[src/sv/qmm_pkg.sv]
package qmm_pkg;

    localparam int DEF_COUNT_WIDTH = 16;

    localparam int SPEED_W  = 12;
    localparam int THR_W    = 12;
    localparam int CTRL_W   = 15;
    localparam int END_W    = 15;
    localparam int FIRST_W  = 14;
    localparam int MIX_W    = 17;
    localparam int ABS_W    = 16;
    localparam int QUOT_W   = 12;
    localparam int PROD_W   = ABS_W + QUOT_W;
    localparam int MOTOR_W  = 13;
    localparam int PHASE_W  = 3;
    localparam int ADDR_W   = 3;
    localparam int WDATA_W  = 14;
    localparam int NUM_MOTORS = 4;

    localparam logic [ADDR_W-1:0] REG_LIFT_THRESHOLD  = 3'd0;
    localparam logic [ADDR_W-1:0] REG_LOW_IDLE        = 3'd1;
    localparam logic [ADDR_W-1:0] REG_HIGH_IDLE       = 3'd2;
    localparam logic [ADDR_W-1:0] REG_FIRST_PHASE_END = 3'd3;
    localparam logic [ADDR_W-1:0] REG_PHASE_LENGTH    = 3'd4;
    localparam logic [ADDR_W-1:0] REG_SPEED_LIMIT     = 3'd5;
    localparam logic [ADDR_W-1:0] REG_PWM_BASE        = 3'd6;

    localparam logic signed [THR_W-1:0] RST_LIFT_THRESHOLD  = 12'sd150;
    localparam logic [SPEED_W-1:0]      RST_LOW_IDLE        = 12'd150;
    localparam logic [SPEED_W-1:0]      RST_HIGH_IDLE       = 12'd300;
    localparam logic [FIRST_W-1:0]      RST_FIRST_PHASE_END = 14'd600;
    localparam logic [SPEED_W-1:0]      RST_PHASE_LENGTH    = 12'd200;
    localparam logic [SPEED_W-1:0]      RST_SPEED_LIMIT     = 12'd1500;
    localparam logic [SPEED_W-1:0]      RST_PWM_BASE        = 12'd1000;

    localparam logic [PHASE_W-1:0] PHASE_LOW_A  = 3'd0;
    localparam logic [PHASE_W-1:0] PHASE_HIGH_A = 3'd1;
    localparam logic [PHASE_W-1:0] PHASE_LOW_B  = 3'd2;
    localparam logic [PHASE_W-1:0] PHASE_HIGH_B = 3'd3;
    localparam logic [PHASE_W-1:0] PHASE_DONE   = 3'd4;

    typedef enum logic [2:0] {
        ST_IDLE,
        ST_MIX,
        ST_MAX,
        ST_MUL,
        ST_DIV,
        ST_OUT
    } state_t;

endpackage

[src/sv/quad_motor_mixer_spool_top.sv]
// Channel   Direction  Handshake            Payload
// s_        in         s_tvalid/s_tready    tdata: throttle, roll, pitch, yaw; tuser: kind
// m_        out        m_tvalid/m_tready    tdata: motor_0..motor_3, spool_phase; tuser: scaled
// cfg_      in         cfg_wr_en            cfg_addr selects the register, cfg_wdata
//
// A control item passes through the states MIX, MAX and OUT without scaling, a lock
// item through MIX and OUT, and a scaled item also through MUL and DIV for each of
// the four motors in turn, in the shared multiplier and the shared restoring divider.
// Reset is synchronous and active low; there is no clearing pass.
// s_tready is high only while the sequencer is idle, from the cycle after each load;
// a waiting result does not block the next transaction, only the following load.
module quad_motor_mixer_spool_top #(
    parameter int COUNT_WIDTH = qmm_pkg::DEF_COUNT_WIDTH
) (
    input  logic                           aclk,
    input  logic                           aresetn,
    input  logic                           s_tvalid,
    output logic                           s_tready,
    // throttle[11:0], roll[26:12], pitch[41:27], yaw[56:42], zero pad
    input  logic [63:0]                    s_tdata,
    // kind[0]
    input  logic                           s_tuser,
    output logic                           m_tvalid,
    input  logic                           m_tready,
    // motor_0[12:0], motor_1[25:13], motor_2[38:26], motor_3[51:39],
    // spool_phase[54:52], zero pad
    output logic [55:0]                    m_tdata,
    // scaled[0]
    output logic                           m_tuser,
    input  logic                           cfg_wr_en,
    input  logic [qmm_pkg::ADDR_W-1:0]     cfg_addr,
    input  logic [qmm_pkg::WDATA_W-1:0]    cfg_wdata
);

    localparam int CMP_W = (COUNT_WIDTH > qmm_pkg::END_W) ? COUNT_WIDTH : qmm_pkg::END_W;
    localparam int MIX_W = qmm_pkg::MIX_W;
    localparam int SPD_W = qmm_pkg::SPEED_W;
    localparam int NM    = qmm_pkg::NUM_MOTORS;

    qmm_pkg::state_t state_reg, state_next;

    logic signed [qmm_pkg::THR_W-1:0]  lift_reg;
    logic [SPD_W-1:0]                  low_idle_reg, high_idle_reg, phase_len_reg;
    logic [SPD_W-1:0]                  limit_reg, base_reg;
    logic [qmm_pkg::FIRST_W-1:0]       first_end_reg;

    logic [COUNT_WIDTH-1:0]            count_reg, count_next;
    logic [qmm_pkg::PHASE_W-1:0]       phase_reg, phase_next;
    logic [SPD_W-1:0]                  held_reg [NM];
    logic [SPD_W-1:0]                  held_next [NM];

    logic                              kind_reg;
    logic signed [qmm_pkg::THR_W-1:0]  thr_reg;
    logic signed [qmm_pkg::CTRL_W-1:0] roll_reg, pitch_reg, yaw_reg;
    logic signed [MIX_W-1:0]           sp_reg [NM];
    logic signed [MIX_W-1:0]           sp_next [NM];
    logic [qmm_pkg::ABS_W-1:0]         mx_reg, mx_next;
    logic                              sc_reg, sc_next;
    logic [1:0]                        idx_reg, idx_next;

    logic                              m_tvalid_reg, m_tvalid_next;
    logic [55:0]                       m_tdata_reg, m_tdata_next;
    logic                              m_tuser_reg, m_tuser_next;

    logic                              accept, out_load;
    logic                              div_start, div_done;
    logic [qmm_pkg::PROD_W-1:0]        div_dividend;
    logic [qmm_pkg::QUOT_W-1:0]        div_quot;

    logic signed [MIX_W-1:0]           t_x, r_x, p_x, y_x;
    logic [CMP_W-1:0]                  c_x, e0, e1, e2, e3;
    logic [qmm_pkg::PHASE_W-1:0]       ph;
    logic                              use_low, use_high;
    logic [qmm_pkg::ABS_W-1:0]         abs_v [NM];
    logic [qmm_pkg::ABS_W-1:0]         mx_c;
    logic [MIX_W-1:0]                  spool_speed;
    logic [qmm_pkg::MOTOR_W-1:0]       motor_v [NM];

    assign accept   = s_tvalid && (state_reg == qmm_pkg::ST_IDLE);
    assign out_load = (state_reg == qmm_pkg::ST_OUT) && (!m_tvalid_reg || m_tready);

    // Spool sequence: the phases are walked in order so that several can pass
    // within one item.
    always_comb begin
        c_x = CMP_W'(count_reg);
        e0  = CMP_W'(first_end_reg);
        e1  = e0 + CMP_W'(phase_len_reg);
        e2  = e1 + CMP_W'(phase_len_reg);
        e3  = e2 + CMP_W'(phase_len_reg);
        ph       = phase_reg;
        use_low  = 1'b0;
        use_high = 1'b0;
        if (ph == qmm_pkg::PHASE_LOW_A) begin
            if (c_x < e0) use_low = 1'b1;
            else          ph = qmm_pkg::PHASE_HIGH_A;
        end
        if (ph == qmm_pkg::PHASE_HIGH_A) begin
            if (c_x < e1) use_high = 1'b1;
            else          ph = qmm_pkg::PHASE_LOW_B;
        end
        if (ph == qmm_pkg::PHASE_LOW_B) begin
            if (c_x < e2) use_low = 1'b1;
            else          ph = qmm_pkg::PHASE_HIGH_B;
        end
        if (ph == qmm_pkg::PHASE_HIGH_B) begin
            if (c_x < e3) use_high = 1'b1;
            else          ph = qmm_pkg::PHASE_DONE;
        end else if (ph == qmm_pkg::PHASE_DONE) begin
            use_low = 1'b1;
        end
        spool_speed = use_high ? MIX_W'(high_idle_reg) : MIX_W'(low_idle_reg);
    end

    always_comb begin
        t_x = MIX_W'(thr_reg);
        r_x = MIX_W'(roll_reg);
        p_x = MIX_W'(pitch_reg);
        y_x = MIX_W'(yaw_reg);
        for (int i = 0; i < NM; i++) begin
            abs_v[i] = sp_reg[i][MIX_W-1] ? qmm_pkg::ABS_W'(-sp_reg[i])
                                          : qmm_pkg::ABS_W'(sp_reg[i]);
        end
        mx_c = abs_v[0];
        for (int i = 1; i < NM; i++) begin
            if (abs_v[i] > mx_c) mx_c = abs_v[i];
        end
        for (int i = 0; i < NM; i++) begin
            motor_v[i] = qmm_pkg::MOTOR_W'(held_reg[i]) + qmm_pkg::MOTOR_W'(base_reg);
        end
    end

    always_comb begin
        state_next = state_reg;
        case (state_reg)
            qmm_pkg::ST_IDLE: begin
                if (accept) state_next = qmm_pkg::ST_MIX;
            end
            qmm_pkg::ST_MIX: begin
                state_next = kind_reg ? qmm_pkg::ST_OUT : qmm_pkg::ST_MAX;
            end
            qmm_pkg::ST_MAX: begin
                state_next = (mx_c > qmm_pkg::ABS_W'(limit_reg)) ? qmm_pkg::ST_MUL
                                                                 : qmm_pkg::ST_OUT;
            end
            qmm_pkg::ST_MUL: begin
                state_next = qmm_pkg::ST_DIV;
            end
            qmm_pkg::ST_DIV: begin
                if (div_done) begin
                    state_next = (idx_reg == 2'(NM-1)) ? qmm_pkg::ST_OUT : qmm_pkg::ST_MUL;
                end
            end
            qmm_pkg::ST_OUT: begin
                if (out_load) state_next = qmm_pkg::ST_IDLE;
            end
            default: state_next = qmm_pkg::ST_IDLE;
        endcase
    end

    always_comb begin
        count_next   = count_reg;
        phase_next   = phase_reg;
        held_next    = held_reg;
        sp_next      = sp_reg;
        mx_next      = mx_reg;
        sc_next      = sc_reg;
        idx_next     = idx_reg;
        div_start    = 1'b0;
        div_dividend = '0;
        m_tdata_next = m_tdata_reg;
        m_tuser_next = m_tuser_reg;
        m_tvalid_next = m_tvalid_reg && !m_tready;
        case (state_reg)
            qmm_pkg::ST_MIX: begin
                sc_next = 1'b0;
                if (kind_reg) begin
                    count_next = '0;
                    phase_next = qmm_pkg::PHASE_LOW_A;
                end else if (thr_reg > lift_reg) begin
                    sp_next[0] = t_x + r_x - p_x + y_x;
                    sp_next[1] = t_x - r_x - p_x - y_x;
                    sp_next[2] = t_x - r_x + p_x + y_x;
                    sp_next[3] = t_x + r_x + p_x - y_x;
                end else begin
                    if (count_reg != {COUNT_WIDTH{1'b1}}) count_next = count_reg + 1'b1;
                    phase_next = ph;
                    for (int i = 0; i < NM; i++) begin
                        sp_next[i] = (use_low || use_high) ? spool_speed
                                                           : MIX_W'(held_reg[i]);
                    end
                end
            end
            qmm_pkg::ST_MAX: begin
                mx_next  = mx_c;
                idx_next = '0;
                if (mx_c > qmm_pkg::ABS_W'(limit_reg)) begin
                    sc_next = 1'b1;
                end else begin
                    for (int i = 0; i < NM; i++) begin
                        held_next[i] = sp_reg[i][MIX_W-1] ? '0 : sp_reg[i][SPD_W-1:0];
                    end
                end
            end
            qmm_pkg::ST_MUL: begin
                div_start = 1'b1;
                if (!sp_reg[idx_reg][MIX_W-1]) begin
                    div_dividend = qmm_pkg::PROD_W'(sp_reg[idx_reg][qmm_pkg::ABS_W-1:0])
                                 * qmm_pkg::PROD_W'(limit_reg);
                end
            end
            qmm_pkg::ST_DIV: begin
                if (div_done) begin
                    held_next[idx_reg] = div_quot;
                    idx_next = idx_reg + 1'b1;
                end
            end
            qmm_pkg::ST_OUT: begin
                if (out_load) begin
                    m_tvalid_next = 1'b1;
                    m_tuser_next  = sc_reg;
                    if (kind_reg) begin
                        m_tdata_next = {1'b0, phase_reg,
                                        qmm_pkg::MOTOR_W'(base_reg), qmm_pkg::MOTOR_W'(base_reg),
                                        qmm_pkg::MOTOR_W'(base_reg), qmm_pkg::MOTOR_W'(base_reg)};
                    end else begin
                        m_tdata_next = {1'b0, phase_reg,
                                        motor_v[3], motor_v[2], motor_v[1], motor_v[0]};
                    end
                end
            end
            default: begin
            end
        endcase
    end

    qmm_div u_div (
        .aclk     (aclk),
        .aresetn  (aresetn),
        .start    (div_start),
        .dividend (div_dividend),
        .divisor  (mx_reg),
        .done     (div_done),
        .quotient (div_quot)
    );

    always_ff @(posedge aclk) begin
        if (!aresetn) begin
            state_reg     <= qmm_pkg::ST_IDLE;
            lift_reg      <= qmm_pkg::RST_LIFT_THRESHOLD;
            low_idle_reg  <= qmm_pkg::RST_LOW_IDLE;
            high_idle_reg <= qmm_pkg::RST_HIGH_IDLE;
            first_end_reg <= qmm_pkg::RST_FIRST_PHASE_END;
            phase_len_reg <= qmm_pkg::RST_PHASE_LENGTH;
            limit_reg     <= qmm_pkg::RST_SPEED_LIMIT;
            base_reg      <= qmm_pkg::RST_PWM_BASE;
            count_reg     <= '0;
            phase_reg     <= qmm_pkg::PHASE_LOW_A;
            for (int i = 0; i < NM; i++) held_reg[i] <= '0;
            m_tvalid_reg  <= 1'b0;
        end else begin
            state_reg    <= state_next;
            count_reg    <= count_next;
            phase_reg    <= phase_next;
            held_reg     <= held_next;
            m_tvalid_reg <= m_tvalid_next;
            if (cfg_wr_en) begin
                case (cfg_addr)
                    qmm_pkg::REG_LIFT_THRESHOLD:  lift_reg      <= cfg_wdata[SPD_W-1:0];
                    qmm_pkg::REG_LOW_IDLE:        low_idle_reg  <= cfg_wdata[SPD_W-1:0];
                    qmm_pkg::REG_HIGH_IDLE:       high_idle_reg <= cfg_wdata[SPD_W-1:0];
                    qmm_pkg::REG_FIRST_PHASE_END: first_end_reg <= cfg_wdata;
                    qmm_pkg::REG_PHASE_LENGTH:    phase_len_reg <= cfg_wdata[SPD_W-1:0];
                    qmm_pkg::REG_SPEED_LIMIT:     limit_reg     <= cfg_wdata[SPD_W-1:0];
                    qmm_pkg::REG_PWM_BASE:        base_reg      <= cfg_wdata[SPD_W-1:0];
                    default: begin
                    end
                endcase
            end
        end
        if (accept) begin
            kind_reg  <= s_tuser;
            thr_reg   <= s_tdata[11:0];
            roll_reg  <= s_tdata[26:12];
            pitch_reg <= s_tdata[41:27];
            yaw_reg   <= s_tdata[56:42];
        end
        sp_reg      <= sp_next;
        mx_reg      <= mx_next;
        sc_reg      <= sc_next;
        idx_reg     <= idx_next;
        m_tdata_reg <= m_tdata_next;
        m_tuser_reg <= m_tuser_next;
    end

    assign s_tready = (state_reg == qmm_pkg::ST_IDLE);
    assign m_tvalid = m_tvalid_reg;
    assign m_tdata  = m_tdata_reg;
    assign m_tuser  = m_tuser_reg;

endmodule

[src/sv/qmm_div.sv]
module qmm_div (
    input  logic                              aclk,
    input  logic                              aresetn,
    input  logic                              start,
    input  logic [qmm_pkg::PROD_W-1:0]        dividend,
    input  logic [qmm_pkg::ABS_W-1:0]         divisor,
    output logic                              done,
    output logic [qmm_pkg::QUOT_W-1:0]        quotient
);

    localparam int CNT_W = $clog2(qmm_pkg::QUOT_W);
    localparam int DSH_W = qmm_pkg::ABS_W + qmm_pkg::QUOT_W - 1;

    logic                          busy_reg, busy_next;
    logic                          done_reg, done_next;
    logic [CNT_W-1:0]              cnt_reg, cnt_next;
    logic [qmm_pkg::PROD_W-1:0]    rem_reg, rem_next;
    logic [DSH_W-1:0]              dsh_reg, dsh_next;
    logic [qmm_pkg::QUOT_W-1:0]    quot_reg, quot_next;
    logic                          fits;

    // The quotient is known to stay below 2**QUOT_W, so the divisor starts
    // shifted up by QUOT_W-1 places and one quotient bit is settled per cycle.
    always_comb begin
        fits      = (rem_reg >= qmm_pkg::PROD_W'(dsh_reg));
        busy_next = busy_reg;
        done_next = 1'b0;
        cnt_next  = cnt_reg;
        rem_next  = rem_reg;
        dsh_next  = dsh_reg;
        quot_next = quot_reg;
        if (start) begin
            busy_next = 1'b1;
            cnt_next  = '0;
            rem_next  = dividend;
            dsh_next  = {divisor, {(qmm_pkg::QUOT_W-1){1'b0}}};
            quot_next = '0;
        end else if (busy_reg) begin
            if (fits) begin
                rem_next = rem_reg - qmm_pkg::PROD_W'(dsh_reg);
            end
            quot_next = {quot_reg[qmm_pkg::QUOT_W-2:0], fits};
            dsh_next  = dsh_reg >> 1;
            cnt_next  = cnt_reg + 1'b1;
            if (cnt_reg == CNT_W'(qmm_pkg::QUOT_W-1)) begin
                busy_next = 1'b0;
                done_next = 1'b1;
            end
        end
    end

    always_ff @(posedge aclk) begin
        if (!aresetn) begin
            busy_reg <= 1'b0;
            done_reg <= 1'b0;
        end else begin
            busy_reg <= busy_next;
            done_reg <= done_next;
        end
        cnt_reg  <= cnt_next;
        rem_reg  <= rem_next;
        dsh_reg  <= dsh_next;
        quot_reg <= quot_next;
    end

    assign done     = done_reg;
    assign quotient = quot_reg;

endmodule

[config.mk]
export PLATFORM = sky130hd
export DESIGN_NAME = quad_motor_mixer_spool_top
export DESIGN_NICKNAME = d
export VERILOG_FILES = /design/src/sv/qmm_pkg.sv /design/src/sv/quad_motor_mixer_spool_top.sv /design/src/sv/qmm_div.sv
export SDC_FILE = /design/constraint.sdc
export NUM_CORES = 2
export LEC_CHECK = 0
export ABC_AREA = 1
export BUFFER_PORTS_ARGS = -buffer_cell sky130_fd_sc_hd__buf_2
export CAP_MARGIN = 15
export CORE_MARGIN = 2
export CORE_UTILIZATION = 40
export CTS_BUF_LIST = sky130_fd_sc_hd__clkbuf_4 sky130_fd_sc_hd__clkbuf_8
export DETAILED_ROUTE_END_ITERATION = 8
export HOLD_SLACK_MARGIN = 0.06
export SYNTH_ARGS = -nofsm -noshare
export SYNTH_HDL_FRONTEND = slang
export SYNTH_SLANG_ARGS = --single-unit
[constraint.sdc]
create_clock -name aclk -period 7.2 [get_ports aclk]
set_input_delay 0.72 -clock aclk [delete_from_list [all_inputs] [get_ports aclk]]
set_output_delay 0.72 -clock aclk [all_outputs]
set_load 0.02 [all_outputs]
==> results.json <==
{
  "chipWidth_um": 312,
  "finalNonFillerCells": 6530,
  "initial_antenna_violation_count": 7,
  "ys_ff_latch": 431,
  "min_to": "thr_reg[2]",
  "r2r_end": "held_reg[9]",
  "hp-start": "s_tdata[2]",
  "cts_made_buffers": 83,
  "die_h_um": 312,
  "netlist-cell-type-count": 58,
  "synth_cell_area_um2": 38000,
  "multi_input_comb_area_um2": 23900,
  "hold_class": "primary input to flop",
  "dr.pass1.iters": 8,
  "clock_latency_late_sink_ns": 0.75,
  "number_of_synthesized_flops_with_an_enable_pin": 245,
  "crit-reg2reg-launch": "sp_reg[51]",
  "final_critical_path_setup_slack_ns": -0.388,
  "criticalPathCategory": "flop to flop",
  "routed_wirelength_mm": 115,
  "setup.worst_path.end_class": "flop",
  "drt_first_iter_violations": 2551,
  "finish.utilization_pct": 47.6,
  "status": "complete, but fails checks",
  "largest_register_ffs": 68,
  "syn_area_per_cell_um2": 7.95,
  "die-area_um2": 97500,
  "setup-tns-final_ns": -16.52,
  "fillerInstances": 9256,
  "synthFlopType": "edfxtp_1",
  "areaGrowthSynthToFinish_pct": 18.3,
  "unrepaired_setup_endpoints_after_global_routing": "true",
  "worst-endpoint-required_ns": 7.80,
  "crit_arrival_ns": 8.19,
  "worst-path-max-fanout": 8,
  "maximum_number_of_pins_on_one_net_before_global_route_repair": 72,
  "min_delay_path_depth": 1,
  "maxSlewHeadroom_pct": 28.0,
  "syn_nets": 5489,
  "io-pin-count": 146,
  "detail-route-antenna-nets": 0,
  "numClockSinks": 431,
  "design.final.nets": 5900,
  "grt.overflow.total": 0,
  "ys_seq_area_share_pct": 29.1,
  "clockRootBuffer": "clkbuf_8",
  "gr-usage-all-layers_pct": 23.1,
  "final_min_period_over_clock_period_pct": 105,
  "drc": 0,
  "seqCellArea_um2": 11100,
  "slowest_delay_ns": 0.41,
  "start_util_pct": 40.2,
  "final_layout_size_suffix_gt1_share_pct": 15.8,
  "numPortBuffers": 137,
  "dpl.hpwl_mm": 90.9,
  "shortest_period_the_worst_path_allows_ns": 7.59,
  "wl_per_cell_um": 17.6,
  "max_cap_violations": 0,
  "failed_checks": "setup timing",
  "start_kind": "flop",
  "tritoncts": "done",
  "avg_vias_per_cell": 5.04,
  "number_of_endpoints_failing_setup_at_the_final_stage": 51,
  "timing.fmax_ghz": 0.132,
  "h-tree-depth": 3,
  "first_global_vias": 31800,
  "cts.clk_slew.worst_paths_ns": 0.06,
  "synth_warnings": 0,
  "syn-instance-count": 4780,
  "r2r.worst_path.cells": 50,
  "gp_congestion": 0.934,
  "timing_hold_violations_final": 0,
  "critical_path.slowest_cell": "edfxtp_1",
  "ctsLongestPathBuffers": 3,
  "slew_violations": 0,
  "placementRows": 113,
  "ctsHoldBuffers": 0,
  "placedCellCount": 6310,
  "vias": 32900,
  "grt_first_pass_wirelength_mm": 177,
  "share_of_flip_flops_with_an_asynchronous_set_or_reset_after_synthesis_pct": 0,
  "worst_slew_pin_slew_ns": 1.08,
  "finClkSkew_ns": 0.0559,
  "placeableCoreArea_um2": 94600,
  "setup.reg_to_reg.worst_slack_ns": -0.39
}
==> worst max path at each step <==
| stage | startpoint | end | cells after the start |
|---|---|---|---|
| floorplan | sp_reg[51] | sc_reg | 59 |
| global placement | sp_reg[52] | held_reg[24] | 58 |
| detailed placement | sp_reg[51] | held_reg[25] | 56 |
| CTS | sp_reg[44] | state_reg[1] | 56 |
| global route | sp_reg[51] | held_reg[33] | 51 |
| finish | sp_reg[51] | held_reg[9] | 50 |
==> metal layers <==
layer / vias to the layer above / share of wire (%) / track usage [%]
met5: - / 0.043 / 0
met4: 2 / 3.3 / 7.57
met3: 202 / 5.3 / 3.38
met2: 825 / 47 / 38.6
met1: 15400 / 44 / 30.8
li1: 16500 / - / -
==> what timing repair did <==
item	in CTS	in global routing
resized for setup	117	114
endpoints found under the setup margin	53	106
setup buffers	16	28
gates cloned	11	5
pin swaps	35	46
==> layout by cell type (no fill, tap or decap), drive strengths merged, types with 5 or more instances in the layout <==
| cell | netlist | routed |
|---|---|---|
| inv | 885 | 892 |
| nand2 | 864 | 870 |
| buf | 24 | 451 |
| nor2 | 410 | 410 |
| ha | 407 | 407 |
| o21ai | 383 | 383 |
| a21oi | 329 | 329 |
| edfxtp | 245 | 245 |
| fa | 215 | 215 |
| dfxtp | 186 | 186 |
| nand3 | 130 | 134 |
| xor2 | 124 | 124 |
| clkbuf | 114 | 114 |
| nand4 | 74 | 74 |
| nor3 | 43 | 43 |
| clkinv | 12 | 42 |
| o32ai | 41 | 41 |
| o21bai | 41 | 41 |
| xnor2 | 39 | 39 |
| o31ai | 39 | 39 |
| a22oi | 26 | 26 |
| o21a | 17 | 17 |
| o22ai | 16 | 16 |
| a31oi | 16 | 16 |
| o211ai | 14 | 14 |
| or2 | 12 | 12 |
| a211oi | 12 | 12 |
| a21o | 8 | 8 |
| and2 | 8 | 8 |
| nand3b | 8 | 8 |
| nor4 | 7 | 7 |
| nor3b | 6 | 6 |
| a21boi | 5 | 5 |
| bufinv | 0 | 5 |
==> metrics by stage <==
step                setup slack (ns)  hold slack, ns  cell area (um^2)
finish                        -0.388           0.172             45000
CTS                           -0.259           0.110             44300
global route                  -0.879           0.133             45000
global placement              -0.447           0.433             41900
detailed placement            -0.752           0.443             41900
floorplan                     -0.108           0.400             38200
==> critical path, delay by kind of cell (launching register included) <==
kind / cells / cell delay (ns)
xor gates and xnor gates: 1 / 0.13
DFF: 1 / 0.41
AOI/OAI and AO/OA: 12 / 2.05
adders and majority gates: 4 / 1.08
and+or+nand+nor: 22 / 2.38
buffers and inverters: 11 / 1.41
==> cell type report <==
cell class	instances	area share, %
antenna	4	0.0223
clock buffer	111	3.12
clock inverter	44	0.821
inverter	897	7.52
multi-input combinational	3324	53.1
sequential	431	24.6
tap	1265	3.52
timing repair buffer	454	7.28
==> cell usage after synthesis (5+ instances only) <==
master	count	area [um^2]
a21boi_0	5	37.5
nor4_1	7	43.8
dfxtp_1	186	3720
a21o_1	8	60.1
o21ai_0	382	1910
nand4_1	73	457
o22ai_1	16	100
o31ai_1	39	293
fa_1	215	4300
inv_1	880	3300
xnor2_1	39	342
nand2_2	47	294
a21oi_1	329	1650
buf_2	7	35.0
o32ai_1	41	359
inv_2	5	18.8
a22oi_1	26	195
buf_6	5	56.3
o21bai_1	41	308
and2_1	8	50.1
nand3b_1	7	52.6
xor2_1	124	1090
clkbuf_1	114	428
buf_1	11	41.3
nand3_1	122	611
clkinv_1	12	45.0
nor2_1	402	1510
nor3_1	42	210
ha_1	407	5090
nand2_1	813	3050
nor3b_1	6	45.0
nor2_2	5	31.3
o211ai_1	14	105
o21a_1	17	128
a211oi_1	12	90.1
a31oi_1	16	100
or2_2	12	75.1
edfxtp_1	245	7360
==> cells by family after synthesis <==
kind of cell | synth area share, %
simple gates | 17.6
compound gates | 14.4
xor+xnor | 3.75
other cells | 0.0198
fa+ha+maj | 24.7
flops | 29.1
buf+inv | 10.3
Power is not shown: default switching activity piles up to over one toggle a cycle in this logic, so the estimate is an artifact.
